<file path="config.mk">
export PLATFORM = sky130hd
export DESIGN_NAME = gyro_temp_drift_comp_flat
export DESIGN_NICKNAME = d
export VERILOG_FILES = /design/src/rtl/gtdc_pkg.sv /design/src/rtl/gtdc_if.sv /design/src/rtl/gtdc_mul.sv /design/src/rtl/gtdc_div.sv /design/src/rtl/gyro_temp_drift_comp.sv /design/src/flat_wrapper.sv
export SDC_FILE = /design/constraint.sdc
export NUM_CORES = 2
export LEC_CHECK = 0
export BUFFER_PORTS_ARGS = -buffer_cell sky130_fd_sc_hd__buf_2
export CAP_MARGIN = 20
export CORE_MARGIN = 2
export CORE_UTILIZATION = 40
export CTS_CLUSTER_DIAMETER = 200
export CTS_CLUSTER_SIZE = 20
export DETAILED_ROUTE_END_ITERATION = 12
export SYNTH_ARGS = -nofsm -noshare
export SYNTH_HDL_FRONTEND = slang
export SYNTH_SLANG_ARGS = --single-unit
</file>
<file path="constraint.sdc">
create_clock -name clock -period 14.9 [get_ports clock]
set_clock_uncertainty 0.2 [all_clocks]
set_input_delay 0.745 -clock clock [delete_from_list [all_inputs] [get_ports clock]]
set_output_delay 0.745 -clock clock [all_outputs]
set_load 0.005 [all_outputs]
</file>
<file path="src/rtl/gtdc_pkg.sv">
// Shared widths, register indexes, reset values and handshake structs for the drift compensator.
`default_nettype none
package gtdc_pkg;

   localparam int AXES       = 3;
   localparam int AXIS_W     = 2;
   localparam int RATE_W     = 16;
   localparam int TEMP_W     = 16;
   localparam int DELTA_W    = 17;
   localparam int BIAS_W     = 32;
   localparam int SLOPE_W    = 24;
   localparam int RES_W      = 36;
   localparam int MUL_W      = 29;
   localparam int PROD_W     = 2 * MUL_W;
   localparam int ACC_W      = 62;
   localparam int NUM_W      = 62;
   localparam int DEN_W      = 34;
   localparam int QUO_W      = 36;
   localparam int QSTEPS     = QUO_W;
   localparam int QCNT_W     = $clog2(QSTEPS);
   localparam int SUM_W      = 57;
   localparam int WIDE_W     = 40;
   localparam int CSR_IDX_W  = 3;
   localparam int CSR_DATA_W = 24;

   typedef logic [CSR_IDX_W-1:0] csr_index_type;

   localparam csr_index_type CSR_STILL_LIMIT = 3'd0;
   localparam csr_index_type CSR_ACCEL_LOW   = 3'd1;
   localparam csr_index_type CSR_ACCEL_HIGH  = 3'd2;
   localparam csr_index_type CSR_BIAS_RATE   = 3'd3;
   localparam csr_index_type CSR_SLOPE_RATE  = 3'd4;
   localparam csr_index_type CSR_SLOPE_LIMIT = 3'd5;

   localparam logic [15:0] RST_STILL_LIMIT = 16'd41;
   localparam logic [15:0] RST_ACCEL_LOW   = 16'd1843;
   localparam logic [15:0] RST_ACCEL_HIGH  = 16'd2253;
   localparam logic [23:0] RST_BIAS_RATE   = 24'd167772;
   localparam logic [23:0] RST_SLOPE_RATE  = 24'd8389;
   localparam logic [14:0] RST_SLOPE_LIMIT = 15'd12800;

   typedef logic signed [MUL_W-1:0] mul_op_type;

   typedef struct packed {
      logic                    start;
      logic signed [NUM_W-1:0] num;
      logic [DEN_W-1:0]        den;
   } div_req_type;

   typedef struct packed {
      logic                    done;
      logic signed [QUO_W-1:0] quo;
   } div_rsp_type;

endpackage
`default_nettype wire

</file>
<file path="src/rtl/gtdc_if.sv">
// Valid/ready channel interfaces for gyro samples and compensated results.
`default_nettype none
interface gtdc_req_if;
   logic               valid;
   logic               ready;
   logic signed [15:0] rate_x;
   logic signed [15:0] rate_y;
   logic signed [15:0] rate_z;
   logic signed [15:0] temperature;
   logic [15:0]        accel_magnitude;

   modport source (output valid, rate_x, rate_y, rate_z, temperature, accel_magnitude,
                   input ready);
   modport sink (input valid, rate_x, rate_y, rate_z, temperature, accel_magnitude,
                 output ready);
endinterface

interface gtdc_rsp_if;
   logic               valid;
   logic               ready;
   logic signed [15:0] fixed_x;
   logic signed [15:0] fixed_y;
   logic signed [15:0] fixed_z;
   logic               was_still;

   modport source (output valid, fixed_x, fixed_y, fixed_z, was_still, input ready);
   modport sink (input valid, fixed_x, fixed_y, fixed_z, was_still, output ready);
endinterface
`default_nettype wire

</file>
<file path="src/rtl/gtdc_mul.sv">
// Shared signed multiplier with registered product.
`default_nettype none
module gtdc_mul (
   input  logic                                 clock,
   input  gtdc_pkg::mul_op_type                 op_a,
   input  gtdc_pkg::mul_op_type                 op_b,
   output logic signed [gtdc_pkg::PROD_W-1:0]   prod_ff
);

   always_ff @(posedge clock) begin
      prod_ff <= op_a * op_b;
   end

endmodule
`default_nettype wire

</file>
<file path="src/rtl/gtdc_div.sv">
// Restoring divider, one quotient bit per cycle, quotient truncated toward zero.
`default_nettype none
module gtdc_div (
   input  logic                  clock,
   input  logic                  reset,
   input  gtdc_pkg::div_req_type div_req,
   output gtdc_pkg::div_rsp_type div_rsp
);

   logic                                busy_ff;
   logic                                done_ff;
   logic                                neg_ff;
   logic [gtdc_pkg::QCNT_W-1:0]         count_ff;
   logic [gtdc_pkg::DEN_W:0]            rem_ff;
   logic [gtdc_pkg::DEN_W-1:0]          den_ff;
   logic [gtdc_pkg::QUO_W-1:0]          quo_ff;
   logic signed [gtdc_pkg::QUO_W-1:0]   q_ff;

   logic [gtdc_pkg::NUM_W-1:0]          mag;
   logic [gtdc_pkg::DEN_W:0]            rem_sh;
   logic                                ge;
   logic [gtdc_pkg::QUO_W-1:0]          qmag_next;

   always_comb begin
      mag       = div_req.num[gtdc_pkg::NUM_W-1] ? $unsigned(-div_req.num)
                                                 : $unsigned(div_req.num);
      rem_sh    = {rem_ff[gtdc_pkg::DEN_W-1:0], quo_ff[gtdc_pkg::QUO_W-1]};
      ge        = rem_sh >= {1'b0, den_ff};
      qmag_next = {quo_ff[gtdc_pkg::QUO_W-2:0], ge};
   end

   always_ff @(posedge clock) begin
      if (reset) begin
         busy_ff  <= 1'b0;
         done_ff  <= 1'b0;
         count_ff <= '0;
      end else begin
         done_ff <= 1'b0;
         if (div_req.start) begin
            busy_ff  <= 1'b1;
            count_ff <= '0;
            neg_ff   <= div_req.num[gtdc_pkg::NUM_W-1];
            den_ff   <= div_req.den;
            rem_ff   <= (gtdc_pkg::DEN_W+1)'(mag >> gtdc_pkg::QUO_W);
            quo_ff   <= mag[gtdc_pkg::QUO_W-1:0];
         end else if (busy_ff) begin
            rem_ff   <= ge ? rem_sh - {1'b0, den_ff} : rem_sh;
            quo_ff   <= qmag_next;
            count_ff <= count_ff + 1'b1;
            if (count_ff == gtdc_pkg::QCNT_W'(gtdc_pkg::QSTEPS-1)) begin
               busy_ff <= 1'b0;
               done_ff <= 1'b1;
               q_ff    <= neg_ff ? -$signed(qmag_next) : $signed(qmag_next);
            end
         end
      end
   end

   assign div_rsp.done = done_ff;
   assign div_rsp.quo  = q_ff;

endmodule
`default_nettype wire

</file>
<file path="src/rtl/gyro_temp_drift_comp.sv">
// Top level: gyro temperature drift compensator with sequencer around a shared multiplier.
//
//  channel  | direction | beat contents
//  ---------+-----------+---------------------------------------------------------
//  req_if   | in        | rate_x, rate_y, rate_z, temperature, accel_magnitude
//  rsp_if   | out       | fixed_x, fixed_y, fixed_z, was_still
//  csr_*    | in        | csr_we, csr_index, csr_wdata (write only)
//
// How long a sample takes from acceptance to a valid result depends on whether
// adaptation runs; then the 36-step divider (once per axis) and the single
// shared multiplier set its length.
// Reset is synchronous and active high; it clears the learned state and restores
// register defaults. The block takes one sample at a time; a finished result
// waits in the output register while the next sample is accepted.
`default_nettype none
module gyro_temp_drift_comp (
   input  logic                                 clock,
   input  logic                                 reset,
   gtdc_req_if.sink                             req_if,
   gtdc_rsp_if.source                           rsp_if,
   input  logic                                 csr_we,
   input  gtdc_pkg::csr_index_type              csr_index,
   input  logic [gtdc_pkg::CSR_DATA_W-1:0]      csr_wdata
);

   typedef enum logic [4:0] {
      ST_IDLE, ST_LOAD_D, ST_ISS_DSQ, ST_ISS_LSQ, ST_GET_LSQ,
      ST_ISS_EST, ST_GET_EST, ST_ISS_SQ, ST_GET_SQ, ST_DECIDE,
      ST_ISS_BH, ST_ISS_BL, ST_ISS_NH, ST_ISS_NL, ST_GET_NUM,
      ST_WAIT_DIV, ST_ISS_QH, ST_ISS_QL, ST_GET_Q, ST_OUTPUT
   } state_type;

   // Configuration registers
   logic [15:0] still_limit_ff;
   logic [15:0] accel_low_ff;
   logic [15:0] accel_high_ff;
   logic [23:0] bias_rate_ff;
   logic [23:0] slope_rate_ff;
   logic [14:0] slope_limit_ff;

   // Learned state
   logic                                   primed_ff;
   logic signed [gtdc_pkg::TEMP_W-1:0]     ref_ff;
   logic signed [gtdc_pkg::BIAS_W-1:0]     bias_ff  [gtdc_pkg::AXES];
   logic signed [gtdc_pkg::SLOPE_W-1:0]    slope_ff [gtdc_pkg::AXES];

   // Per-sample working registers
   state_type                              state_ff;
   logic [gtdc_pkg::AXIS_W-1:0]            axis_ff;
   logic                                   pass_ff;
   logic signed [gtdc_pkg::RATE_W-1:0]     rate_ff  [gtdc_pkg::AXES];
   logic signed [gtdc_pkg::RES_W-1:0]      res_ff   [gtdc_pkg::AXES];
   logic signed [gtdc_pkg::TEMP_W-1:0]     temp_ff;
   logic [15:0]                            accel_ff;
   logic signed [gtdc_pkg::DELTA_W-1:0]    d_ff;
   logic [gtdc_pkg::DEN_W-1:0]             denom_ff;
   logic [31:0]                            lim2_ff;
   logic [gtdc_pkg::SUM_W-1:0]             sum_ff;
   logic signed [gtdc_pkg::ACC_W-1:0]      acc_ff;
   logic                                   still_ff;

   // Result register
   logic                                   rsp_valid_ff;
   logic signed [15:0]                     fixed_x_ff;
   logic signed [15:0]                     fixed_y_ff;
   logic signed [15:0]                     fixed_z_ff;
   logic                                   was_still_ff;

   // Shared units
   gtdc_pkg::mul_op_type                   op_a;
   gtdc_pkg::mul_op_type                   op_b;
   logic signed [gtdc_pkg::PROD_W-1:0]     prod;
   gtdc_pkg::div_req_type                  div_req;
   gtdc_pkg::div_rsp_type                  div_rsp;

   // Datapath around the sequencer
   logic                                   req_take;
   logic                                   rsp_free;
   logic                                   axis_last;
   logic signed [gtdc_pkg::RATE_W-1:0]     cur_rate;
   logic signed [gtdc_pkg::BIAS_W-1:0]     cur_bias;
   logic signed [gtdc_pkg::SLOPE_W-1:0]    cur_slope;
   logic signed [gtdc_pkg::RES_W-1:0]      cur_res;
   logic signed [gtdc_pkg::RES_W-1:0]      res_new;
   logic signed [gtdc_pkg::ACC_W-1:0]      prod_hi;
   logic signed [gtdc_pkg::ACC_W-1:0]      acc_sum;
   logic signed [gtdc_pkg::WIDE_W-1:0]     step;
   logic signed [gtdc_pkg::WIDE_W-1:0]     bias_wide;
   logic signed [gtdc_pkg::WIDE_W-1:0]     slope_wide;
   logic signed [gtdc_pkg::WIDE_W-1:0]     slim;
   logic signed [gtdc_pkg::BIAS_W-1:0]     bias_new;
   logic signed [gtdc_pkg::SLOPE_W-1:0]    slope_new;
   logic                                   still_now;

   localparam logic signed [gtdc_pkg::WIDE_W-1:0] I32_MAX = 40'sh00_7FFF_FFFF;
   localparam logic signed [gtdc_pkg::WIDE_W-1:0] I32_MIN = 40'shFF_8000_0000;

   // Round to whole LSB and saturate to int16.
   function automatic logic signed [15:0] sat16(input logic signed [gtdc_pkg::RES_W-1:0] r);
      logic signed [gtdc_pkg::RES_W:0] rnd;
      logic signed [gtdc_pkg::RES_W:0] sh;
      rnd = (gtdc_pkg::RES_W+1)'(r) + 37'sd32768;
      sh  = rnd >>> 16;
      if (sh > 37'sd32767) begin
         return 16'sh7FFF;
      end else if (sh < -37'sd32768) begin
         return 16'sh8000;
      end else begin
         return sh[15:0];
      end
   endfunction

   gtdc_mul u_mul (
      .clock   (clock),
      .op_a    (op_a),
      .op_b    (op_b),
      .prod_ff (prod)
   );

   gtdc_div u_div (
      .clock   (clock),
      .reset   (reset),
      .div_req (div_req),
      .div_rsp (div_rsp)
   );

   assign req_if.ready     = (state_ff == ST_IDLE);
   assign req_take         = req_if.valid && (state_ff == ST_IDLE);
   assign rsp_free         = !rsp_valid_ff || rsp_if.ready;
   assign axis_last        = (axis_ff == gtdc_pkg::AXIS_W'(gtdc_pkg::AXES-1));

   assign rsp_if.valid     = rsp_valid_ff;
   assign rsp_if.fixed_x   = fixed_x_ff;
   assign rsp_if.fixed_y   = fixed_y_ff;
   assign rsp_if.fixed_z   = fixed_z_ff;
   assign rsp_if.was_still = was_still_ff;

   always_comb begin
      cur_rate  = rate_ff[axis_ff];
      cur_bias  = bias_ff[axis_ff];
      cur_slope = slope_ff[axis_ff];
      cur_res   = res_ff[axis_ff];

      // Residual in Q.16: rate*65536 - (bias + floor(slope*d/256)).
      res_new = $signed({{4{cur_rate[15]}}, cur_rate, 16'h0000})
                - gtdc_pkg::RES_W'(cur_bias)
                - $signed(prod[43:8]);

      // High partial product lands 18 bits up; add the low one to finish.
      prod_hi = gtdc_pkg::ACC_W'(prod) <<< 18;
      acc_sum = acc_ff + gtdc_pkg::ACC_W'(prod);
      step    = gtdc_pkg::WIDE_W'(acc_sum >>> 24);

      bias_wide = gtdc_pkg::WIDE_W'(cur_bias) + step;
      if (bias_wide > I32_MAX) begin
         bias_new = I32_MAX[31:0];
      end else if (bias_wide < I32_MIN) begin
         bias_new = I32_MIN[31:0];
      end else begin
         bias_new = bias_wide[31:0];
      end

      slim       = $signed({17'b0, slope_limit_ff, 8'b0});
      slope_wide = gtdc_pkg::WIDE_W'(cur_slope) + step;
      if (slope_wide > slim) begin
         slope_new = slim[gtdc_pkg::SLOPE_W-1:0];
      end else if (slope_wide < -slim) begin
         slope_new = 24'(-slim);
      end else begin
         slope_new = slope_wide[gtdc_pkg::SLOPE_W-1:0];
      end

      // Squared norms compared directly; limits crossed means never still.
      still_now = (sum_ff < {9'b0, lim2_ff, 16'h0000})
                  && (accel_ff > accel_low_ff) && (accel_ff < accel_high_ff);

      div_req.start = (state_ff == ST_GET_NUM);
      div_req.num   = acc_sum <<< 8;
      div_req.den   = denom_ff;
   end

   // Operand select for the shared multiplier; the product is registered and appears in the cycle after.
   always_comb begin
      case (state_ff)
         ST_ISS_DSQ: begin
            op_a = gtdc_pkg::MUL_W'(d_ff);
            op_b = gtdc_pkg::MUL_W'(d_ff);
         end
         ST_ISS_LSQ: begin
            op_a = $signed(gtdc_pkg::MUL_W'(still_limit_ff));
            op_b = $signed(gtdc_pkg::MUL_W'(still_limit_ff));
         end
         ST_ISS_EST: begin
            op_a = gtdc_pkg::MUL_W'(cur_slope);
            op_b = gtdc_pkg::MUL_W'(d_ff);
         end
         ST_ISS_SQ: begin
            op_a = gtdc_pkg::MUL_W'($signed(cur_res[35:8]));
            op_b = gtdc_pkg::MUL_W'($signed(cur_res[35:8]));
         end
         ST_ISS_BH: begin
            op_a = $signed(gtdc_pkg::MUL_W'(bias_rate_ff));
            op_b = gtdc_pkg::MUL_W'($signed(cur_res[35:18]));
         end
         ST_ISS_BL: begin
            op_a = $signed(gtdc_pkg::MUL_W'(bias_rate_ff));
            op_b = $signed(gtdc_pkg::MUL_W'(cur_res[17:0]));
         end
         ST_ISS_NH: begin
            op_a = gtdc_pkg::MUL_W'(d_ff);
            op_b = gtdc_pkg::MUL_W'($signed(cur_res[35:18]));
         end
         ST_ISS_NL: begin
            op_a = gtdc_pkg::MUL_W'(d_ff);
            op_b = $signed(gtdc_pkg::MUL_W'(cur_res[17:0]));
         end
         ST_ISS_QH: begin
            op_a = $signed(gtdc_pkg::MUL_W'(slope_rate_ff));
            op_b = gtdc_pkg::MUL_W'($signed(div_rsp.quo[35:18]));
         end
         ST_ISS_QL: begin
            op_a = $signed(gtdc_pkg::MUL_W'(slope_rate_ff));
            op_b = $signed(gtdc_pkg::MUL_W'(div_rsp.quo[17:0]));
         end
         default: begin
            op_a = '0;
            op_b = '0;
         end
      endcase
   end

   always_ff @(posedge clock) begin
      if (reset) begin
         state_ff       <= ST_IDLE;
         rsp_valid_ff   <= 1'b0;
         primed_ff      <= 1'b0;
         ref_ff         <= '0;
         still_limit_ff <= gtdc_pkg::RST_STILL_LIMIT;
         accel_low_ff   <= gtdc_pkg::RST_ACCEL_LOW;
         accel_high_ff  <= gtdc_pkg::RST_ACCEL_HIGH;
         bias_rate_ff   <= gtdc_pkg::RST_BIAS_RATE;
         slope_rate_ff  <= gtdc_pkg::RST_SLOPE_RATE;
         slope_limit_ff <= gtdc_pkg::RST_SLOPE_LIMIT;
         for (int i = 0; i < gtdc_pkg::AXES; i++) begin
            bias_ff[i]  <= '0;
            slope_ff[i] <= '0;
         end
      end else begin
         if (csr_we) begin
            case (csr_index)
               gtdc_pkg::CSR_STILL_LIMIT: still_limit_ff <= csr_wdata[15:0];
               gtdc_pkg::CSR_ACCEL_LOW:   accel_low_ff   <= csr_wdata[15:0];
               gtdc_pkg::CSR_ACCEL_HIGH:  accel_high_ff  <= csr_wdata[15:0];
               gtdc_pkg::CSR_BIAS_RATE:   bias_rate_ff   <= csr_wdata;
               gtdc_pkg::CSR_SLOPE_RATE:  slope_rate_ff  <= csr_wdata;
               gtdc_pkg::CSR_SLOPE_LIMIT: slope_limit_ff <= csr_wdata[14:0];
               default: ;
            endcase
         end

         // Raise valid when a result is loaded, drop it once the beat is taken.
         if (state_ff == ST_OUTPUT && rsp_free) begin
            rsp_valid_ff <= 1'b1;
         end else if (rsp_if.ready) begin
            rsp_valid_ff <= 1'b0;
         end

         case (state_ff)
            ST_IDLE: begin
               if (req_take) begin
                  rate_ff[0] <= req_if.rate_x;
                  rate_ff[1] <= req_if.rate_y;
                  rate_ff[2] <= req_if.rate_z;
                  temp_ff    <= req_if.temperature;
                  accel_ff   <= req_if.accel_magnitude;
                  // First beat after reset primes the reference and biases and clears the slopes.
                  if (!primed_ff) begin
                     primed_ff  <= 1'b1;
                     ref_ff     <= req_if.temperature;
                     bias_ff[0] <= {req_if.rate_x, 16'h0000};
                     bias_ff[1] <= {req_if.rate_y, 16'h0000};
                     bias_ff[2] <= {req_if.rate_z, 16'h0000};
                     for (int i = 0; i < gtdc_pkg::AXES; i++) begin
                        slope_ff[i] <= '0;
                     end
                  end
                  state_ff <= ST_LOAD_D;
               end
            end
            ST_LOAD_D: begin
               d_ff     <= gtdc_pkg::DELTA_W'(temp_ff) - gtdc_pkg::DELTA_W'(ref_ff);
               state_ff <= ST_ISS_DSQ;
            end
            ST_ISS_DSQ: begin
               state_ff <= ST_ISS_LSQ;
            end
            ST_ISS_LSQ: begin
               denom_ff <= gtdc_pkg::DEN_W'(prod[32:0]) + 34'd65536;
               state_ff <= ST_GET_LSQ;
            end
            ST_GET_LSQ: begin
               lim2_ff  <= prod[31:0];
               sum_ff   <= '0;
               axis_ff  <= '0;
               pass_ff  <= 1'b0;
               state_ff <= ST_ISS_EST;
            end
            ST_ISS_EST: begin
               state_ff <= ST_GET_EST;
            end
            ST_GET_EST: begin
               res_ff[axis_ff] <= res_new;
               if (!pass_ff) begin
                  state_ff <= ST_ISS_SQ;
               end else if (axis_last) begin
                  state_ff <= ST_OUTPUT;
               end else begin
                  axis_ff  <= axis_ff + 1'b1;
                  state_ff <= ST_ISS_BH;
               end
            end
            ST_ISS_SQ: begin
               state_ff <= ST_GET_SQ;
            end
            ST_GET_SQ: begin
               sum_ff <= sum_ff + gtdc_pkg::SUM_W'($unsigned(prod));
               if (axis_last) begin
                  state_ff <= ST_DECIDE;
               end else begin
                  axis_ff  <= axis_ff + 1'b1;
                  state_ff <= ST_ISS_EST;
               end
            end
            ST_DECIDE: begin
               still_ff <= still_now;
               axis_ff  <= '0;
               pass_ff  <= 1'b1;
               state_ff <= still_now ? ST_ISS_BH : ST_OUTPUT;
            end
            ST_ISS_BH: begin
               state_ff <= ST_ISS_BL;
            end
            ST_ISS_BL: begin
               acc_ff   <= prod_hi;
               state_ff <= ST_ISS_NH;
            end
            ST_ISS_NH: begin
               bias_ff[axis_ff] <= bias_new;
               state_ff         <= ST_ISS_NL;
            end
            ST_ISS_NL: begin
               acc_ff   <= prod_hi;
               state_ff <= ST_GET_NUM;
            end
            ST_GET_NUM: begin
               state_ff <= ST_WAIT_DIV;
            end
            ST_WAIT_DIV: begin
               if (div_rsp.done) begin
                  state_ff <= ST_ISS_QH;
               end
            end
            ST_ISS_QH: begin
               state_ff <= ST_ISS_QL;
            end
            ST_ISS_QL: begin
               acc_ff   <= prod_hi;
               state_ff <= ST_GET_Q;
            end
            ST_GET_Q: begin
               slope_ff[axis_ff] <= slope_new;
               state_ff          <= ST_ISS_EST;
            end
            ST_OUTPUT: begin
               // Hold until the result register drains.
               if (rsp_free) begin
                  fixed_x_ff   <= sat16(res_ff[0]);
                  fixed_y_ff   <= sat16(res_ff[1]);
                  fixed_z_ff   <= sat16(res_ff[2]);
                  was_still_ff <= still_ff;
                  state_ff     <= ST_IDLE;
               end
            end
            default: begin
               state_ff <= ST_IDLE;
            end
         endcase
      end
   end

`ifndef NO_ASSERTIONS
   a_div_done_waiting: assert property (@(posedge clock) disable iff (reset)
      div_rsp.done |-> state_ff == ST_WAIT_DIV)
      else $error("divider finished outside the wait state");

   a_primed_sticks: assert property (@(posedge clock) disable iff (reset)
      primed_ff |=> primed_ff)
      else $error("primed flag dropped without reset");

   a_no_instant_result: assert property (@(posedge clock) disable iff (reset)
      (req_if.valid && req_if.ready) |=> !$rose(rsp_valid_ff))
      else $error("result appeared one cycle after a sample beat");

   a_div_start_primed: assert property (@(posedge clock) disable iff (reset)
      div_req.start |-> primed_ff && still_ff)
      else $error("division started without adaptation");
`endif

endmodule
`default_nettype wire
</file>
<file path="src/flat_wrapper.sv">
// flat-port wrapper written by rule: the top's interface ports become plain ports
module gyro_temp_drift_comp_flat 
  (clock, reset, csr_we, csr_index, csr_wdata, req_if_valid, req_if_rate_x, req_if_rate_y, req_if_rate_z, req_if_temperature, req_if_accel_magnitude, req_if_ready, rsp_if_valid, rsp_if_fixed_x, rsp_if_fixed_y, rsp_if_fixed_z, rsp_if_was_still, rsp_if_ready);
  gtdc_req_if req_if_i ();
  gtdc_rsp_if rsp_if_i ();
  input  logic clock;
  input  logic reset;
  input  logic csr_we;
  input  gtdc_pkg::csr_index_type csr_index;
  input  logic [gtdc_pkg::CSR_DATA_W-1:0] csr_wdata;
  input wire logic [$bits(req_if_i.valid)-1:0] req_if_valid;
  input wire logic [$bits(req_if_i.rate_x)-1:0] req_if_rate_x;
  input wire logic [$bits(req_if_i.rate_y)-1:0] req_if_rate_y;
  input wire logic [$bits(req_if_i.rate_z)-1:0] req_if_rate_z;
  input wire logic [$bits(req_if_i.temperature)-1:0] req_if_temperature;
  input wire logic [$bits(req_if_i.accel_magnitude)-1:0] req_if_accel_magnitude;
  output wire logic [$bits(req_if_i.ready)-1:0] req_if_ready;
  output wire logic [$bits(rsp_if_i.valid)-1:0] rsp_if_valid;
  output wire logic [$bits(rsp_if_i.fixed_x)-1:0] rsp_if_fixed_x;
  output wire logic [$bits(rsp_if_i.fixed_y)-1:0] rsp_if_fixed_y;
  output wire logic [$bits(rsp_if_i.fixed_z)-1:0] rsp_if_fixed_z;
  output wire logic [$bits(rsp_if_i.was_still)-1:0] rsp_if_was_still;
  input wire logic [$bits(rsp_if_i.ready)-1:0] rsp_if_ready;
  assign req_if_i.valid = req_if_valid;
  assign req_if_i.rate_x = req_if_rate_x;
  assign req_if_i.rate_y = req_if_rate_y;
  assign req_if_i.rate_z = req_if_rate_z;
  assign req_if_i.temperature = req_if_temperature;
  assign req_if_i.accel_magnitude = req_if_accel_magnitude;
  assign req_if_ready = req_if_i.ready;
  assign rsp_if_valid = rsp_if_i.valid;
  assign rsp_if_fixed_x = rsp_if_i.fixed_x;
  assign rsp_if_fixed_y = rsp_if_i.fixed_y;
  assign rsp_if_fixed_z = rsp_if_i.fixed_z;
  assign rsp_if_was_still = rsp_if_i.was_still;
  assign rsp_if_i.ready = rsp_if_ready;
  gyro_temp_drift_comp u_core (.clock(clock), .reset(reset), .req_if(req_if_i), .rsp_if(rsp_if_i), .csr_we(csr_we), .csr_index(csr_index), .csr_wdata(csr_wdata));
endmodule
</file>
# Word level (Yosys, flattened, before mapping)
# Memories as Yosys holds them, arrays and structs flattened. A register that Yosys moved wholly into a read port is not among the register bits.
# Index checks and enable logic that the tools add are counted.
[word_totals]
output_inout_bits = 51
rom_bits = 0
input_bits = 112
wordCells = 229
regBits = 610
ramBits = 324
n_memories = 4
latch_bits = 0
[mem_list]
columns = ["memory", "depth", "width", "rd", "rd_clocked_by_memory_dff", "write_ports", "line_no", "rtl"]
rows = [
  ["u_core.res_ff", 3, 36, 4, 1, 1, "gyro_temp_drift_comp.sv:52", "logic signed [gtdc_pkg::RES_W-1:0] res_ff [gtdc_pkg::AXES];"],
  ["u_core.bias_ff", 3, 32, 1, 1, 3, "gyro_temp_drift_comp.sv:44", "logic signed [gtdc_pkg::BIAS_W-1:0] bias_ff [gtdc_pkg::AXES];"],
  ["u_core.slope_ff", 3, 24, 1, 1, 3, "gyro_temp_drift_comp.sv:45", "logic signed [gtdc_pkg::SLOPE_W-1:0] slope_ff [gtdc_pkg::AXES];"],
  ["u_core.rate_ff", 3, 16, 1, 1, 3, "gyro_temp_drift_comp.sv:51", "logic signed [gtdc_pkg::RATE_W-1:0] rate_ff [gtdc_pkg::AXES];"],
]
[op_classes]
multipliers = 1
reduce_logical = 48
eq_ne = 30
add_sub_neg = 17
n_mux = 71
shifts = 0
n_lt_le_gt_ge = 14
div = 0
bitwise_logic = 10
[ops]
columns = ["cell", "count"]
rows = [
  ["case mux 29 bit (7 select lines)", 1],
  ["2-to-1 mux 32 bit", 6],
  ["case mux 29 bit (6 select lines)", 1],
  ["2-to-1 mux 24 bit", 6],
  ["case mux 57 bit (2 select lines)", 1],
  ["adder 36 x 17 -> 37 bit (second input constant)", 3],
  ["2-to-1 mux 36 bit", 3],
  ["case mux 5 bit (19 select lines)", 1],
  ["2-to-1 mux 34 bit", 2],
  ["> comparator 21 x 16 -> 1 bit (second input constant)", 3],
  ["less-than comparator 21 x 16 -> 1 bit (second input constant)", 3],
  ["adder 62 x 58 -> 62 bit", 1],
  ["2-to-1 mux 62 bit", 1],
  ["negation 62 bit", 1],
  ["multiplier 29 x 29 -> 58 bit", 1],
  ["adder 57 bit", 1],
  ["less-than comparator 57 x 48 -> 1 bit", 1],
  ["2-to-1 mux 16 bit", 3],
  ["equality test 5 x 4 -> 1 bit (second input constant)", 8],
  ["> comparator 40 x 24 -> 1 bit", 1],
  ["> comparator 40 x 32 -> 1 bit (second input constant)", 1],
  ["less-than comparator 40 x 32 -> 1 bit (second input constant)", 1],
  ["less-than comparator 40 bit", 1],
  ["negation 23 -> 40 bit", 1],
  ["other kinds (47)", 139],
]

# Logic depth before layout (Yosys ltp)
[depth]
ltp_word = 8
depth_mapped = 40
depth_no_buf = 35

# Modules after synthesis
# A second synthesis with hierarchy kept.
[hier_totals]
hier_cells = 8995
hier_area_um2 = 90554.3
[by_module_without_submodules]
columns = ["mod", "cells_each", "area_each_um2", "instances", "seq_area_each_um2"]
rows = [
  ["gyro_temp_drift_comp", 4554, 48691.7, 1, 23292.3],
  ["gtdc_mul", 3487, 32419.8, 1, 1161.1],
  ["gtdc_div", 954, 9442.8, 1, 4394.2],
]

# Worst setup path after synthesis
# No wires, ideal clock.
[synth_path]
path_kind = "register to register"
startpoint = "reg (tool-made name)"
endpoint = "reg u_core.u_mul.prod_ff[56] (netlist name)"
required_ps = 14628
t_arrival_ps = 10953
stages_incl_launch_ff = 35
path_slack_ps = 3675
path_buffers = 5
synth_period_minus_slack_ps = 11225
setup_ps = 72
path_cell_list = "dfxtp_1 buf_4 buf_2 buf_2 buf_2 mux4_2 a22o_1 a2111oi_0 clkbuf_1 nor2_1 fa_1 fa_1 inv_1 fa_1 inv_1 fa_1 inv_1 fa_1 inv_1 fa_1 fa_1 inv_1 fa_1 inv_1 ha_1 a21o_1 a21o_1 a21oi_1 inv_1 a32o_1 a221oi_1 a21o_1 o21ai_0 a21oi_1 xnor2_1"
[synth_rtl]
columns = ["item", "line_no", "rtl"]
rows = [
  ["end signal: assignment", "gtdc_mul.sv:11", "prod_ff <= op_a * op_b;"],
  ["end: declaration", "gtdc_mul.sv:7", "output logic signed [gtdc_pkg::PROD_W-1:0] prod_ff"],
]

==> impl_results.md <==
* Status: completed
* Max-cap violations at 0
* Yosys cell types at 98
* Drt wl/cell at 25.05 µm
* Mapped Cells at 9066
* Clk buf depth at 3
* Total vias in the final route at 68.93k
* Crit. End Element: register
* TritonCTS buffer count at 57
* WP data required at 15350 ps
* Setup TNS at 0 ps
* Period minus WS final at 12280 ps
* Clock Sinks at 1028
* Row count at 173
* IO Port Bufs at 162
* CTS resizes at 0
* Largest cells by area after synthesis: edfxtp_1 28%, fa_1 20%, ha_1 8.0%
* GRT Resource Usage Total at 26.49%
* Post-synth top area cell: edfxtp_1
* Grt total ovfl at 0
* Final #Nets at 10.72k
* Initial DRC Count at 7493
* Finish-stage setup viols at 0
* Drt pass-1 iters at 8
* Crit-path slowest cell: fa_1
* Seq/Total Area, Yosys at 32.22%
* Via density per instance at 5.663
* Min-delay src: req_if_rate_z[9]
* EDFF count, synth at 826
* Top-count cell post-synth: inv_1
* Worst Hold Class: input pin to register
* Ys async rst share at 0%
* Initial antenna violation count at 23
* Area of the core at 222300 µm²
* Die Ht at 477.1 µm
* GP Congestion at 0.9850
* Final antenna-violating net count at 0
* CTS tree: done
* Share of cells above drive strength 1 at 6.802%
* Largest net degree at the start of global routing at 75
* Htree depth at 2
* Avg Inst Size Synth at 9.874 µm²
* P&R area growth vs syn at 7.992%
* Max VDD drop at 0.1618 mV
* Slew Limit Fails at 0
* Static Leakage at 42.40 nW
* Placed Area at 94220 µm²
* RSZ-0062 raised after global routing: no
* Worst path max stage delay at 1160 ps
* Sequential Area at 28860 µm²
* Skew-Pair Late Insertion Delay at 750 ps
* Synth warn at 0
* CP arrival at 12730 ps
* DRT Wirelength at 305000 µm
* Root Buffer: clkbuf_16
* Die X at 477.1 µm
* CTS clock-pin slew for the worst setup and hold paths at 90 ps
* #FFs+latches synth at 1028
* Slew at the pin closest to its max-slew limit at 1392 ps
* Synthesized net count at 10.64k
* Synthesized area at 89520 µm²
* Vias in the first global route at 68.15k
* Fillers at 21.30k
* Multi-input logic area at 54740 µm²
* Dominant register cell in the synthesized netlist: edfxtp_1
* Critical Path Start Type: register
* PwrDens at 193.8 nW/µm²
* Top Ports at 163
* Die Outline Area at 227600 µm²
* Crit path max fanout at 36
* Share of the synthesized area in the top cell type at 27.71%
* Crit Path Class: register to register
* Post-route cell area at 96680 µm²
* Detailed-route DRC error count at 0
* Count of final hold-check violations at 0
* Relative slew slack at 7.194%
* First-pass GRT wire length at 451200 µm
* Initial Utilization at 40.27%
* Post CTS Setup Buffer Count at 0
* Final HPWL DP at 236300 µm
* Fin crit share at 82.41%
* Max Clk Rate at 0.08144 GHz
* Most frequent cells after synthesis: 1287 x inv_1, 966 x nand2_1, 890 x fa_1, 855 x nor2_1, 826 x edfxtp_1
critical path, delay by kind of cell (launching register included):
kind	cells	cell delay (ps)
mux	1	890
flops	1	920
xor+xnor	1	140
simple gates	2	960
fa+ha+maj	9	5580
buf+inv	8	980
compound gates	9	2450
through the flow:
| step | hold WS, ps | setup slack [ps] | instances | total power [mW] | utilization [%] |
|---|---|---|---|---|---|
| 2_1_floorplan | 200.3 | 3675 | 9066 | 11.97 | - |
| 3_3_place_gp | 200.8 | 2619 | 11990 | 16.52 | 42.38 |
| 3_5_place_dp | 204.5 | 2626 | 11990 | 16.58 | 42.38 |
| 4_1_cts | 0.7106 | 2534 | 12160 | 18.45 | 43.43 |
| 5_1_grt | 11.29 | 1750 | 12160 | 19.98 | 43.48 |
| 6_report | 35.22 | 2621 | 12170 | 18.74 | 43.49 |
cells in the final DEF, fill, tap and decap left out, types with 30 or more instances in the layout:
master,instances
a211o_1,40
a211oi_1,65
a21o_1,235
a21oi_1,452
a22o_1,53
a31oi_1,47
and2_1,57
and3_1,70
buf_2,162
buf_4,168
clkbuf_1,37
clkbuf_16,57
dfxtp_1,200
dlygate4sd3_1,66
edfxtp_1,826
fa_1,890
ha_1,570
inv_1,1285
mux2i_1,42
mux4_2,92
nand2_1,966
nand2b_1,88
nand3_1,121
nand3b_1,30
nand4_1,68
nor2_1,850
nor2b_1,61
nor3_1,116
nor4_1,45
o21a_1,52
o21ai_0,346
o21bai_1,36
o31ai_1,32
or2_2,36
or3_1,38
xnor2_1,299
xor2_1,158
repair_timing:
action | in CTS | in global routing
endpoints found under the hold margin | 66 | 0
hold buffers | 66 | 0
endpoints found under the setup margin | 0 | 0
sequential cells by signal (all words and copies together) (netlist names), 17 cells and up, named ones only:
signal	flops
u_core.u_div.q_ff	36
u_core.rate_ff	48
u_core.res_ff	144
u_core.slope_rate_ff	24
u_core.bias_rate_ff	24
u_core.sum_ff	57
u_core.u_mul.prod_ff	58
u_core.d_ff	17
u_core.acc_ff	44
u_core.denom_ff	34
u_core.lim2_ff	32
u_core.u_div.quo_ff	36
u_core.u_div.den_ff	34
u_core.u_div.rem_ff	34
u_core.slope_ff	96
u_core.bias_ff	128
where the power goes:
| group | total (mW) | switching (mW) | internal, mW |
|---|---|---|---|
| Combinational | 13.0 | 8.72 | 4.26 |
| Clock | 1.73 | 1.00 | 0.729 |
| Sequential | 4.03 | 0.256 | 3.77 |
path summary, 6_finish.rpt:
check,endpoint,slack (ps),depth (start not counted)
max reg2reg,u_core.u_mul.prod_ff[56]$_DFF_P_,2620,30
min,u_core.rate_ff[2][9]$_DFFE_PP_,40,1
max,u_core.u_mul.prod_ff[56]$_DFF_P_,2620,30
min reg2reg,u_core.u_div.den_ff[31]$_DFFE_PP_,220,0
final cells by class:
| class | instances | area share [%] |
|---|---|---|
| flip-flops and latches | 1028 | 29.85 |
| clock inverters | 4 | 0.1100 |
| clock buffers | 94 | 1.619 |
| well taps | 2975 | 3.850 |
| diodes | 9 | 0.02330 |
| inverters | 1287 | 4.997 |
| repair buffers | 402 | 2.928 |
| multi-input cells | 6374 | 56.63 |
routing by layer:
layer,wire (µm),vias up,track usage (%)
li1,-,30770,-
met5,17,-,0
met3,25640,480,4.670
met4,13220,2,9.897
met1,132100,34670,37.54
met2,134000,3009,40.44
cells by family (layout without fill, tap and decap cells):
| family | after synthesis | count (layout) | synth area share, % |
|---|---|---|---|
| adders and majority gates | 1461 | 1461 | 27.88 |
| and+or+nand+nor | 2642 | 2642 | 13.25 |
| other | 0 | 9 | 0 |
| buffers and inverters | 1664 | 1787 | 7.019 |
| muxes | 145 | 145 | 2.923 |
| DFF | 1028 | 1028 | 32.22 |
| xor gates and xnor gates | 463 | 463 | 4.530 |
| AOI/OAI and AO/OA | 1663 | 1663 | 12.17 |
No activity file was read; power rests on OpenSTA's default activity.
